===== src/design/lqz_pkg.sv =====
package lqz_pkg;

  // opcodes
  localparam logic [1:0] OP_SHADE = 2'd0;
  localparam logic [1:0] OP_PAL   = 2'd1;
  localparam logic [1:0] OP_LIGHT = 2'd2;
  localparam logic [1:0] OP_RSVD  = 2'd3;

  // configuration register indexes
  localparam logic CFG_PALETTE_COUNT = 1'b0;
  localparam logic CFG_LIGHT_COUNT   = 1'b1;

  localparam logic [6:0] PALETTE_COUNT_RESET = 7'd40;
  localparam logic [3:0] LIGHT_COUNT_RESET   = 4'd5;

  // starting bound of the nearest-color search, squared (300 * 300)
  localparam logic [17:0] NEAR_BOUND_SQ = 18'd90000;

  typedef struct packed {
    logic [1:0] opcode;
    logic [5:0] slot;
    logic [7:0] pos_x;
    logic [7:0] pos_y;
    logic [7:0] red;
    logic [7:0] green;
    logic [7:0] blue;
    logic [7:0] radius;
  } item_t;

  function automatic logic [7:0] abs_diff(input logic [7:0] a, input logic [7:0] b);
    abs_diff = (a > b) ? (a - b) : (b - a);
  endfunction

endpackage


===== src/design/lit_palette_quantizer_top.sv =====
// Channel  Direction  Handshake            Payload
// in       input      in_valid / in_stall  opcode slot pos_x pos_y red green blue radius
// out      output     out_valid/ out_stall out_red out_green out_blue
// cfg      input      cfg_we (no wait)     cfg_index cfg_data
//
// A write transaction is taken by the back end in its idle state. In a shade
// transaction each light, up to the light count after saturation to the table
// depth, runs a bit-serial square root and a bit-serial divide (a zero-radius
// light skips its divide), then the palette RAM is read one entry per cycle,
// up to the palette count after saturation to its table depth. A
// two-entry queue lets the front accept while the back works; the result
// register holds a finished pixel under out_stall while the next one is
// computed. Reset is synchronous and clears control state and the count
// registers (palette 40, lights 5).
module lit_palette_quantizer_top import lqz_pkg::*; #(
  parameter int PALETTE_DEPTH = 64,
  parameter int LIGHT_DEPTH   = 8,
  parameter int FRAC_BITS     = 10
) (
  input  logic       clk,
  input  logic       rst,
  input  logic       in_valid,
  output logic       in_stall,
  input  logic [1:0] opcode,
  input  logic [5:0] slot,
  input  logic [7:0] pos_x,
  input  logic [7:0] pos_y,
  input  logic [7:0] red,
  input  logic [7:0] green,
  input  logic [7:0] blue,
  input  logic [7:0] radius,
  output logic       out_valid,
  input  logic       out_stall,
  output logic [7:0] out_red,
  output logic [7:0] out_green,
  output logic [7:0] out_blue,
  input  logic       cfg_we,
  input  logic       cfg_index,
  input  logic [6:0] cfg_data
);

  logic [6:0] palette_count;
  logic [3:0] light_count;

  // configuration registers
  always_ff @(posedge clk) begin
    if (rst) begin
      palette_count <= PALETTE_COUNT_RESET;
      light_count   <= LIGHT_COUNT_RESET;
    end else if (cfg_we) begin
      if (cfg_index == CFG_PALETTE_COUNT) palette_count <= cfg_data;
      if (cfg_index == CFG_LIGHT_COUNT)   light_count   <= cfg_data[3:0];
    end
  end

  item_t in_item;
  item_t q_item;
  logic  q_valid;
  logic  q_pop;

  assign in_item = '{opcode: opcode, slot: slot, pos_x: pos_x, pos_y: pos_y,
                     red: red, green: green, blue: blue, radius: radius};

  lqz_front u_front (
    .clk      (clk),
    .rst      (rst),
    .in_valid (in_valid),
    .in_stall (in_stall),
    .in_item  (in_item),
    .q_valid  (q_valid),
    .q_item   (q_item),
    .q_pop    (q_pop)
  );

  lqz_engine #(
    .PALETTE_DEPTH (PALETTE_DEPTH),
    .LIGHT_DEPTH   (LIGHT_DEPTH),
    .FRAC_BITS     (FRAC_BITS)
  ) u_engine (
    .clk           (clk),
    .rst           (rst),
    .palette_count (palette_count),
    .light_count   (light_count),
    .q_valid       (q_valid),
    .q_item        (q_item),
    .q_pop         (q_pop),
    .out_valid     (out_valid),
    .out_stall     (out_stall),
    .out_red       (out_red),
    .out_green     (out_green),
    .out_blue      (out_blue)
  );

endmodule


===== src/design/lqz_ram.sv =====
module lqz_ram #(
  parameter int WIDTH = 24,
  parameter int DEPTH = 64
) (
  input  logic                     clk,
  input  logic                     we,
  input  logic [$clog2(DEPTH)-1:0] waddr,
  input  logic [WIDTH-1:0]         wdata,
  input  logic [$clog2(DEPTH)-1:0] raddr,
  output logic [WIDTH-1:0]         rdata
);

  logic [WIDTH-1:0] mem [DEPTH];

  always_ff @(posedge clk) begin
    if (we) begin
      mem[waddr] <= wdata;
    end
    rdata <= mem[raddr];
  end

endmodule


===== src/design/lqz_front.sv =====
module lqz_front import lqz_pkg::*; (
  input  logic  clk,
  input  logic  rst,
  input  logic  in_valid,
  output logic  in_stall,
  input  item_t in_item,
  output logic  q_valid,
  output item_t q_item,
  input  logic  q_pop
);

  // two-entry queue; opcode 3 is accepted and dropped here
  item_t      slots [2];
  logic       wptr;
  logic       rptr;
  logic [1:0] count;
  logic       push;
  logic       pop;

  assign in_stall = (count == 2'd2);
  assign push     = in_valid && !in_stall &&
                    (in_item.opcode == OP_SHADE || in_item.opcode == OP_PAL ||
                     in_item.opcode == OP_LIGHT);
  assign q_valid  = (count != 2'd0);
  assign q_item   = slots[rptr];
  assign pop      = q_pop && q_valid;

  always_ff @(posedge clk) begin
    if (push) begin
      slots[wptr] <= in_item;
    end
    if (rst) begin
      wptr  <= 1'b0;
      rptr  <= 1'b0;
      count <= 2'd0;
    end else begin
      if (push) wptr <= ~wptr;
      if (pop)  rptr <= ~rptr;
      count <= count + 2'(push) - 2'(pop);
    end
  end

endmodule


===== src/design/lqz_engine.sv =====
module lqz_engine import lqz_pkg::*; #(
  parameter int PALETTE_DEPTH = 64,
  parameter int LIGHT_DEPTH   = 8,
  parameter int FRAC_BITS     = 10
) (
  input  logic       clk,
  input  logic       rst,
  input  logic [6:0] palette_count,
  input  logic [3:0] light_count,
  input  logic       q_valid,
  input  item_t      q_item,
  output logic       q_pop,
  output logic       out_valid,
  input  logic       out_stall,
  output logic [7:0] out_red,
  output logic [7:0] out_green,
  output logic [7:0] out_blue
);

  localparam int F        = FRAC_BITS;
  localparam int PI_W     = $clog2(PALETTE_DEPTH);
  localparam int PC_W     = $clog2(PALETTE_DEPTH + 1);
  localparam int LI_W     = (LIGHT_DEPTH > 1) ? $clog2(LIGHT_DEPTH) : 1;
  localparam int LC_W     = $clog2(LIGHT_DEPTH + 1);
  localparam int SQ_STEPS = F + 9;
  localparam int V_W      = 2 * SQ_STEPS;
  localparam int R_W      = SQ_STEPS;
  localparam int SC_W     = $clog2(SQ_STEPS + 1);
  localparam int W_W      = F + 2;
  localparam int SUM_W    = F + $clog2(3 * LIGHT_DEPTH + 1) + 2;
  localparam int CAP_I    = (6 * (1 << F)) / 5;
  localparam logic [F:0] ONE = (F+1)'(1 << F);
  localparam logic [F:0] CAP = CAP_I[F:0];

  typedef enum logic [3:0] {
    S_IDLE, S_LSTART, S_SQRT, S_DIV, S_ACC, S_CLAMP, S_SCALE, S_SEARCH, S_FINISH
  } state_t;

  state_t state;

  logic [7:0]  px, py, pr, pg, pb;
  logic [7:0]  lr, lg, lb;
  logic [7:0]  rad;
  logic [LC_W-1:0] li;
  logic [LC_W-1:0] nl;
  logic [LC_W-1:0] nl_sat;
  logic [V_W-1:0]  sq_v;
  logic [R_W+1:0]  rem;
  logic [R_W-1:0]  root;
  logic [8:0]      drem;
  logic [SC_W-1:0] steps;
  logic signed [SUM_W-1:0] sum;
  logic [F:0]      factor;
  logic [1:0]      ch;
  logic [PC_W-1:0] np;
  logic [PC_W-1:0] issue;
  logic            pend;
  logic [17:0]     best;
  logic [23:0]     chosen;
  logic            out_load;

  // palette memory
  logic            ram_we;
  logic [PI_W-1:0] ram_raddr;
  logic [23:0]     ram_rdata;

  lqz_ram #(.WIDTH(24), .DEPTH(PALETTE_DEPTH)) u_palette (
    .clk   (clk),
    .we    (ram_we),
    .waddr (PI_W'(q_item.slot)),
    .wdata ({q_item.red, q_item.green, q_item.blue}),
    .raddr (ram_raddr),
    .rdata (ram_rdata)
  );

  // light memory, read address is set in the state just before S_LSTART
  logic            lram_we;
  logic [LI_W-1:0] lram_raddr;
  logic [23:0]     lent;

  lqz_ram #(.WIDTH(24), .DEPTH(LIGHT_DEPTH)) u_lights (
    .clk   (clk),
    .we    (lram_we),
    .waddr (LI_W'(q_item.slot)),
    .wdata ({q_item.pos_x, q_item.pos_y, q_item.radius}),
    .raddr (lram_raddr),
    .rdata (lent)
  );

  assign q_pop      = (state == S_IDLE) && q_valid;
  assign ram_we     = q_pop && (q_item.opcode == OP_PAL) &&
                      (9'(q_item.slot) < 9'(PALETTE_DEPTH));
  assign ram_raddr  = PI_W'(issue);
  assign lram_we    = q_pop && (q_item.opcode == OP_LIGHT) &&
                      (9'(q_item.slot) < 9'(LIGHT_DEPTH));
  assign lram_raddr = (state == S_ACC) ? LI_W'(li + LC_W'(1)) : '0;
  assign nl_sat     = (8'(light_count) > 8'(LIGHT_DEPTH)) ? LC_W'(LIGHT_DEPTH)
                                                          : LC_W'(light_count);
  assign out_load   = (state == S_FINISH) && (!out_valid || !out_stall);

  // light geometry
  logic [7:0]  adx, ady;
  logic [16:0] d2;
  assign adx  = abs_diff(px, lent[23:16]);
  assign ady  = abs_diff(py, lent[15:8]);
  assign d2   = 17'({8'd0, adx} * {8'd0, adx}) + 17'({8'd0, ady} * {8'd0, ady});

  // one square-root step
  logic [R_W+1:0] cand, trial;
  assign cand  = {rem[R_W-1:0], sq_v[V_W-1 -: 2]};
  assign trial = {root, 2'b01};

  // one divide step
  logic [8:0] dcand;
  assign dcand = {drem[7:0], root[R_W-1]};

  // weight of the finished light
  logic [F:0]              ratio;
  logic signed [W_W-1:0]   weight;
  logic signed [SUM_W-1:0] w_ext;
  assign ratio  = (rad == 8'd0 || root > R_W'(CAP)) ? CAP : root[F:0];
  assign weight = $signed({1'b0, ONE}) - $signed({1'b0, ratio});
  assign w_ext  = {{(SUM_W-W_W){weight[W_W-1]}}, weight};

  // channel scaling, one channel per cycle
  logic [7:0]   chan;
  logic [F+8:0] prod;
  always_comb begin
    case (ch)
      2'd0:    chan = pr;
      2'd1:    chan = pg;
      default: chan = pb;
    endcase
  end
  assign prod = (F+9)'({{(F+1){1'b0}}, chan} * {8'd0, factor});

  // palette distance
  logic [7:0]  er, eg, eb;
  logic [17:0] cdist;
  assign er    = abs_diff(ram_rdata[23:16], lr);
  assign eg    = abs_diff(ram_rdata[15:8], lg);
  assign eb    = abs_diff(ram_rdata[7:0], lb);
  assign cdist = 18'({8'd0, er} * {8'd0, er}) + 18'({8'd0, eg} * {8'd0, eg}) +
                 18'({8'd0, eb} * {8'd0, eb});

  always_ff @(posedge clk) begin
    if (rst) begin
      state     <= S_IDLE;
      out_valid <= 1'b0;
    end else begin
      if (out_load) out_valid <= 1'b1;
      else if (out_valid && !out_stall) out_valid <= 1'b0;
      case (state)
        S_IDLE: begin
          if (q_valid && q_item.opcode == OP_SHADE) begin
            px  <= q_item.pos_x;
            py  <= q_item.pos_y;
            pr  <= q_item.red;
            pg  <= q_item.green;
            pb  <= q_item.blue;
            li  <= '0;
            sum <= '0;
            nl  <= nl_sat;
            np  <= (9'(palette_count) > 9'(PALETTE_DEPTH)) ? PC_W'(PALETTE_DEPTH)
                                                           : PC_W'(palette_count);
            state <= (nl_sat != '0) ? S_LSTART : S_CLAMP;
          end
        end
        S_LSTART: begin
          sq_v  <= V_W'({d2, {(2*F){1'b0}}});
          rem   <= '0;
          root  <= '0;
          rad   <= lent[7:0];
          steps <= SC_W'(SQ_STEPS);
          state <= S_SQRT;
        end
        S_SQRT: begin
          sq_v <= sq_v << 2;
          if (cand >= trial) begin
            rem  <= cand - trial;
            root <= {root[R_W-2:0], 1'b1};
          end else begin
            rem  <= cand;
            root <= {root[R_W-2:0], 1'b0};
          end
          if (steps == SC_W'(1)) begin
            drem  <= '0;
            steps <= SC_W'(R_W);
            state <= S_DIV;
          end else begin
            steps <= steps - 1'b1;
          end
        end
        S_DIV: begin
          // quotient shifts into root from the bottom
          if (rad == 8'd0) begin
            state <= S_ACC;
          end else begin
            if (dcand >= {1'b0, rad}) begin
              drem <= dcand - {1'b0, rad};
              root <= {root[R_W-2:0], 1'b1};
            end else begin
              drem <= dcand;
              root <= {root[R_W-2:0], 1'b0};
            end
            if (steps == SC_W'(1)) state <= S_ACC;
            else steps <= steps - 1'b1;
          end
        end
        S_ACC: begin
          // fold three times the finished light's weight, then next light
          sum <= sum + w_ext + (w_ext <<< 1);
          li  <= li + LC_W'(1);
          if (li + LC_W'(1) < nl) state <= S_LSTART;
          else state <= S_CLAMP;
        end
        S_CLAMP: begin
          if (sum[SUM_W-1])
            factor <= '0;
          else if (sum > $signed(SUM_W'(ONE)))
            factor <= ONE;
          else
            factor <= sum[F:0];
          ch    <= 2'd0;
          state <= S_SCALE;
        end
        S_SCALE: begin
          case (ch)
            2'd0:    lr <= prod[F+7:F];
            2'd1:    lg <= prod[F+7:F];
            default: lb <= prod[F+7:F];
          endcase
          ch <= ch + 2'd1;
          if (ch == 2'd2) begin
            issue  <= '0;
            pend   <= 1'b0;
            best   <= NEAR_BOUND_SQ;
            chosen <= '0;
            state  <= S_SEARCH;
          end
        end
        S_SEARCH: begin
          if (issue < np) begin
            issue <= issue + 1'b1;
            pend  <= 1'b1;
          end else begin
            pend <= 1'b0;
          end
          if (pend && cdist < best) begin
            best   <= cdist;
            chosen <= ram_rdata;
          end
          if (issue == np && !pend) state <= S_FINISH;
        end
        S_FINISH: begin
          if (out_load) begin
            out_red   <= chosen[23:16];
            out_green <= chosen[15:8];
            out_blue  <= chosen[7:0];
            state     <= S_IDLE;
          end
        end
        default: state <= S_IDLE;
      endcase
    end
  end

endmodule

===== config.mk =====
export PLATFORM = sky130hd
export DESIGN_NAME = lit_palette_quantizer_top
export DESIGN_NICKNAME = d
export VERILOG_FILES = /design/src/design/lqz_pkg.sv /design/src/design/lit_palette_quantizer_top.sv /design/src/design/lqz_ram.sv /design/src/design/lqz_front.sv /design/src/design/lqz_engine.sv
export SDC_FILE = /design/constraint.sdc
export NUM_CORES = 2
export LEC_CHECK = 0
export ABC_AREA = 1
export BUFFER_PORTS_ARGS = -buffer_cell sky130_fd_sc_hd__buf_2
export CAP_MARGIN = 20
export CORE_ASPECT_RATIO = 1.25
export CORE_MARGIN = 3
export CORE_UTILIZATION = 60
export DETAILED_ROUTE_END_ITERATION = 10
export PLACE_DENSITY = 0.84
export SETUP_SLACK_MARGIN = 0.2
export SLEW_MARGIN = 20
export SYNTH_ARGS = -nofsm -noshare
export SYNTH_HDL_FRONTEND = slang
export SYNTH_SLANG_ARGS = --single-unit

===== constraint.sdc =====
create_clock -name clk -period 15.2 [get_ports clk]
set_clock_uncertainty 0.15 [all_clocks]
set_input_delay 0.76 -clock clk [delete_from_list [all_inputs] [get_ports clk]]
set_output_delay 0.76 -clock clk [all_outputs]
set_load 0.1 [all_outputs]

# After elaboration in Yosys (flattened, before gate mapping)

Memories as Yosys holds them, arrays and structs flattened. A register that Yosys moved wholly into a read port is not among the register bits.
Cells that the tools add are included.

Register bits after elaboration: 300
Latch bits: 0
Bits in writable memories: 1,840
ROM bits: 0
Logic and storage cells: 232
Memories kept: 3

Add/subtract/negate cells: 24
$mul: 6
Div/mod/pow operators: 0
Order comparisons: 15
Eq/ne operators: 27
Shift operators: 0
Muxes and demuxes: 62
Bitwise operators: 5
Reductions and logical operators: 55

Memories:

| name                   | depth | width | rd ports | clocked after Yosys merged registers in | write ports | RTL line        | text |
|---|---|---|---|---|---|---|---|
| u_engine.u_palette.mem | 64    | 24    | 1        | 1                                       | 1           | lqz_ram.sv:13   | `logic [WIDTH-1:0] mem [DEPTH];` |
| u_engine.u_lights.mem  | 8     | 24    | 1        | 1                                       | 1           | lqz_ram.sv:13   |  |
| u_front.slots          | 2     | 56    | 1        | 1                                       | 1           | lqz_front.sv:13 | `item_t slots [2];` |

Operators by type and width:

| kind                 | number |
|---|---|
| $sub 8x8->8          | 11 |
| $mul 8x8->16         | 5 |
| $pmux 38 s2          | 1 |
| $mux 8               | 8 |
| $pmux 19 s3          | 1 |
| $mux 24              | 2 |
| $pmux 24 s2          | 1 |
| $gt 8x8->1           | 5 |
| $mux 19              | 2 |
| $pmux 19 s2          | 1 |
| $mux 18              | 2 |
| $mux 4               | 9 |
| $pmux 18 s2          | 1 |
| $pmux 4 s9           | 1 |
| $add 16x16->17       | 2 |
| $pmux 17 s2          | 1 |
| $pmux 8 s2           | 2 |
| $reduce_and 3->1     | 8 |
| $mux 11              | 2 |
| $ge 21x21->1         | 1 |
| $gt 19x11->1 const B | 1 |
| $sub 19x19->19       | 1 |
| $add 18x16->18       | 1 |
| $lt 18x18->1         | 1 |
| 52 further kinds     | 124 |

# Depth between registers and ports, before layout

Depth after elaboration: 9
Gate-level depth with buffers: 56
Mapped depth without buffers: 56

# Hierarchy

Synthesis repeated with hierarchy kept, for this count alone.

Cell total of the unflattened synthesis: 9,618
Area total of the unflattened synthesis: 104,875.6 um2

By module, submodules not included:

| module                       | instances | cells an instance | area an instance (um2) |
|---|---|---|---|
| lqz_ram (u_engine.u_palette) | 1         | 5,248             | 62,812.7 |
| lqz_engine                   | 1         | 3,221             | 28,247.1 |
| lqz_ram (u_engine.u_lights)  | 1         | 872               | 8,906.0 |
| lqz_front                    | 1         | 214               | 4,464.3 |
| lit_palette_quantizer_top    | 1         | 63                | 445.4 |

# Worst setup path before layout

OpenSTA, ideal clock, no wires.

Path kind: register -> register
Start point: reg u_engine.u_palette.rdata[16], read port of u_engine.u_palette.mem
End point: reg u_engine.best[0] (enable)
Library setup time: 506 ps
Arrival time: 13,176 ps
Required time: 14,544 ps
Path slack: 1,368 ps
Cell stages (with the launch flop): 53
Buffers on the path: 0
Cells stage by stage: dfxtp_1 > inv_1 > ha_1 > inv_1 > fa_1 > inv_1 > nor2_1 > nor2_1 > o21ai_2 > a21oi_1 > o21bai_1 > nand2_2 > inv_2 > o21ai_0 > nand2_1 > nor2_1 > inv_1 > fa_1 > [... 17 more ...] > fa_1 > inv_1 > ha_1 > inv_1 > nor3_1 > nand2_1 > nand2_1 > a21boi_0 > o21ai_0 > a21boi_0 > xor2_1 > inv_1 > ha_1 > nand2_1 > inv_1 > nor4b_1 > nand2_1 > a21boi_0

Longest elaborated chain between the ends: 9
Elaborated cells between the ends (all ways): 11

RTL lines:

| element                                          | RTL line          | text |
|---|---|---|
| start: declaration                               | lqz_ram.sv:10     | `output logic [WIDTH-1:0] rdata` |
| $sub 8x8->8 / $gt 8x8->1 (equally long branches) | lqz_pkg.sv:31     | `abs_diff = (a > b) ? (a - b) : (b - a);` |
| $mux 8 (*)                                       | lqz_pkg.sv:31     |  |
| $mul 8x8->16 (*)                                 | lqz_engine.sv:143 | `assign cdist = 18'({8'd0, er} * {8'd0, er}) + 18'({8'd0, eg} * {8'd0, eg}) +` |
| $add 16x16->17 (*)                               | lqz_engine.sv:143 |  |
| $add 18x16->18 (*)                               | lqz_engine.sv:143 |  |
| named net u_engine.cdist[17]                     | lqz_engine.sv:139 | `logic [17:0] cdist;` |
| $lt 18x18->1 (*)                                 | lqz_engine.sv:249 | `if (pend && cdist < best) begin` |
| $logic_and 1x1->1 (*)                            | lqz_engine.sv:249 |  |
| $ne 2x1->1 (no line) (*)                         | -                 |  |
| $reduce_and 4->1 (no line) (*)                   | -                 |  |
| end signal: assignment                           | lqz_engine.sv:250 | `best <= cdist;` |
| end: declaration                                 | lqz_engine.sv:58  | `logic [17:0] best;` |

Mark *: on every way through the listed nets, which the timed path passes. The rest lies on a longest branch.
A chain may end at the register's enable or synchronous reset.

# Final worst setup path

Start point: reg u_engine.u_palette.rdata[16], read port of u_engine.u_palette.mem
End point: reg u_engine.chosen[11] (enable)

Longest elaborated chain between the ends: 9
Elaborated cells between the ends (all ways): 11

RTL lines:

| element                                          | RTL line          | text |
|---|---|---|
| $sub 8x8->8 / $gt 8x8->1 (equally long branches) | lqz_pkg.sv:31     |  |
| $mux 8 (*)                                       | lqz_pkg.sv:31     |  |
| $mul 8x8->16 (*)                                 | lqz_engine.sv:143 |  |
| $add 16x16->17 (*)                               | lqz_engine.sv:143 |  |
| $add 18x16->18 (*)                               | lqz_engine.sv:143 |  |
| named net u_engine.cdist[17]                     | lqz_engine.sv:139 |  |
| $lt 18x18->1 (*)                                 | lqz_engine.sv:249 |  |
| $logic_and 1x1->1 (*)                            | lqz_engine.sv:249 |  |
| $ne 2x1->1 (no line) (*)                         | -                 |  |
| $reduce_and 4->1 (no line) (*)                   | -                 |  |
| end signal: assignment                           | lqz_engine.sv:251 | `chosen <= ram_rdata;` |
| end: declaration                                 | lqz_engine.sv:59  | `logic [23:0] chosen;` |

Marks and branches as above.

==> results.sh <==
export IMPL_synth_top_area_cell="edfxtp_1"
export IMPL_status="complete, no violations"
export IMPL_synth_top_area_share=0.625
export IMPL_yosys_top_cells_area="edfxtp_1, fa_1, nor2_1"
export IMPL_crit_required_ps=15550
export IMPL_area_growth_pct=10.3
export IMPL_dr_total_vias=69600
export IMPL_die_y_um=464
export IMPL_synth_ff_type="edfxtp_1"
export IMPL_synth_edf_count=2100
export IMPL_grt_pass1_vias=69600
export IMPL_drc=0
export IMPL_via_per_inst=6.37
export IMPL_io_buffers=94
export IMPL_hold_buffers=56
export IMPL_slowest_delay_ps=580
export IMPL_grt_met2_usage=0.494
export IMPL_overflow=0
export IMPL_fin_crit_sh=0.837
export IMPL_rr_worst_depth=53
export IMPL_powerDensity_nw_per_um2=225
export IMPL_grt_setup_unrepaired="no"
export IMPL_worstHoldStart="cfg_data[6]"
export IMPL_cts_sinks=2169
export IMPL_ys_seq_area_frac=0.639
export IMPL_drt_wl_total_um=265000
export IMPL_syn_cell_area_sq_um=101000
export IMPL_cts_root_buf="clkbuf_16"
export IMPL_coreArea_sq_um=166000
export IMPL_power_leakage_nw=41.2
export IMPL_grt_total_usage=0.299
export IMPL_ys_warn_count=0
export IMPL_async_flop_share=0
export IMPL_ios=95
export IMPL_drt_initial_drc_count=10300
export IMPL_fin_tns_setup_ps=0
export IMPL_hold_depth=3
export IMPL_fin_nets=9229
export IMPL_crit_top_cell="inv_1"
export IMPL_setup_viol=0
export IMPL_startpoint="u_engine.u_palette.rdata[16]"
export IMPL_met1_usage=0.373
export IMPL_critPathSlowestCell="a21boi_4"
export IMPL_cts_buffers=195
export IMPL_clk_path_buf_depth=3
export IMPL_routedWlPerCell_um=24.2
export IMPL_cts_clk_slew_worst_paths_ps=60
export IMPL_peakVddDrop_uv=818
export IMPL_reg2reg_from="u_engine.u_palette.rdata[16]"
export IMPL_die_area_sq_um=173000
export IMPL_fin_ws_ps=2480
export IMPL_hold_path_class="in -> reg"
export IMPL_cts_resized=0
export IMPL_postCtsSetupRepairBufs=0
export IMPL_yosysUniqueCellTypes=61
export IMPL_syn_area_per_cell_sq_um=11.9
export IMPL_hold_viol=0
export IMPL_worstSetupEndpointType="flip-flop"
export IMPL_period_minus_slack_ps=12720
export IMPL_top_usage_layer="met2"
export IMPL_critPathLaunchType="flip-flop"
export IMPL_hpwlAfterDp_um=157000
export IMPL_slew_violations=0
export IMPL_cts_tree="done"
export IMPL_max_slew_margin=0.263
export IMPL_post_place_ws_ps=2420
export IMPL_row_count=167
export IMPL_postRouteAntennaNets=0
export IMPL_cp_arrival_ps=13080
export IMPL_synth_commonest_cells="edfxtp_1, nor2_1, o21ai_0"
export IMPL_dieWidth_um=373
export IMPL_synthCells=8454
export IMPL_fmax_ghz=0.0786
export IMPL_crit_path_max_fanout=22
export IMPL_tightest_slew_ps=1100
export IMPL_antenna_found_initial=10
export IMPL_syn_nets=9130
export IMPL_critical_path_class="reg -> reg"
export IMPL_h_tree_depth=4
export IMPL_insertion_delay_ps=860
export IMPL_grt_max_degree=160
export IMPL_grt_pass1_wl_um=398000
export IMPL_routabilityCongestion=0.919
export IMPL_start_util=0.606
export IMPL_synth_seq_cells=2169
export IMPL_drive_gt1_frac=0.0831
export IMPL_drt_pass1_iterations=9
export IMPL_grt_met3_usage=0.0613
export IMPL_cap_viol_max_count=0
export IMPL_synth_most_common_cell="edfxtp_1"
## flip-flops by register name, summed over array words and instances (netlist names), 11 cells and up, named ones only
register and cells:
u_engine.u_palette.mem 1536, u_engine.u_lights.mem 192, u_front.slots 112, u_engine.chosen 24
u_engine.u_lights.rdata 24, u_engine.u_palette.rdata 24, u_engine.rem 19, u_engine.root 19
u_engine.best 18, u_engine.sq_v 18, u_engine.sum 17, u_engine.factor 11
## per-stage QoR
stage,util,hold WS (ps),total power [mW],cell area [sq um],cells
after floorplan,-,236,17.2,101000,8454
after global placement,0.625,240,19.5,104000,10500
after detailed placement,0.626,243,19.9,104000,10500
after CTS,0.669,24.0,25.1,111000,10900
after global routing,0.669,63.9,27.2,111000,10900
final,0.669,69.4,25.1,111000,10900
## power by group
group          internal [mW]  switching (mW)  total [mW]
Clock                   2.89            2.22        5.11
Combinational           4.71            7.68        12.4
Sequential              7.50          0.0829        7.58
Total                   15.1            9.98        25.1
## cells in the final DEF (no fill, tap or decap), types with 84 or more instances in the layout
cell type	count
o22ai_1	238
clkbuf_16	198
ha_1	341
o211ai_1	84
a21oi_1	269
o21ai_0	909
xor2_1	93
buf_2	94
inv_1	779
fa_1	266
o221ai_1	205
nand2_1	846
buf_4	154
nor2_1	1182
edfxtp_1	2100
nand3_1	193
## worst paths after layout
check / to / slack, ps
setup / recovery: u_engine.chosen[11] / 2480
hold / removal: palette_count[6] / 70
setup reg to reg: u_engine.chosen[11] / 2480
hold reg to reg: u_engine.out_green[3] / 270
## worst max-delay path, delay by kind of cell (launching register included)
family                   cells  cell delay, ps
adder cells (fa/ha/maj)     15            6540
XOR/XNOR                     2             390
flip-flops                   1             310
AND/OR/NAND/NOR             13            1710
AO/OA/AOI/OAI                9            1850
buffers and inverters       14            1350
## routing by layer
| layer | up-vias | routed length (um) |
|---|---|---|
| li1 | 30200 | - |
| met1 | 33500 | 90200 |
| met2 | 5042 | 128000 |
| met3 | 932 | 31400 |
| met4 | 2 | 14700 |
| met5 | - | 13 |
## layout make-up
cell class / instances / area, sq um
diodes: 7 / 17.5
clock buffers: 235 / 5100
clock inverters: 131 / 1540
fillers: 11100 / 55100
inverters: 799 / 3020
multi-input cells: 5078 / 32100
flip-flops and latches: 2169 / 64400
well taps: 2197 / 2750
repair buffers: 310 / 2310
## cells by family (layout without fill, tap and decap cells)
logic type | after synthesis | in the layout | share of synthesized area
AOI/OAI and AO/OA | 1835 | 1835 | 0.107
other | 0 | 7 | 0
muxes | 8 | 8 | 0.000831
buffers and inverters | 1207 | 1475 | 0.0464
DFF | 2169 | 2169 | 0.639
xor gates and xnor gates | 136 | 136 | 0.0124
adders and majority gates | 607 | 607 | 0.0951
and+or+nand+nor | 2492 | 2492 | 0.0996
(Power assumes the default switching activity.)
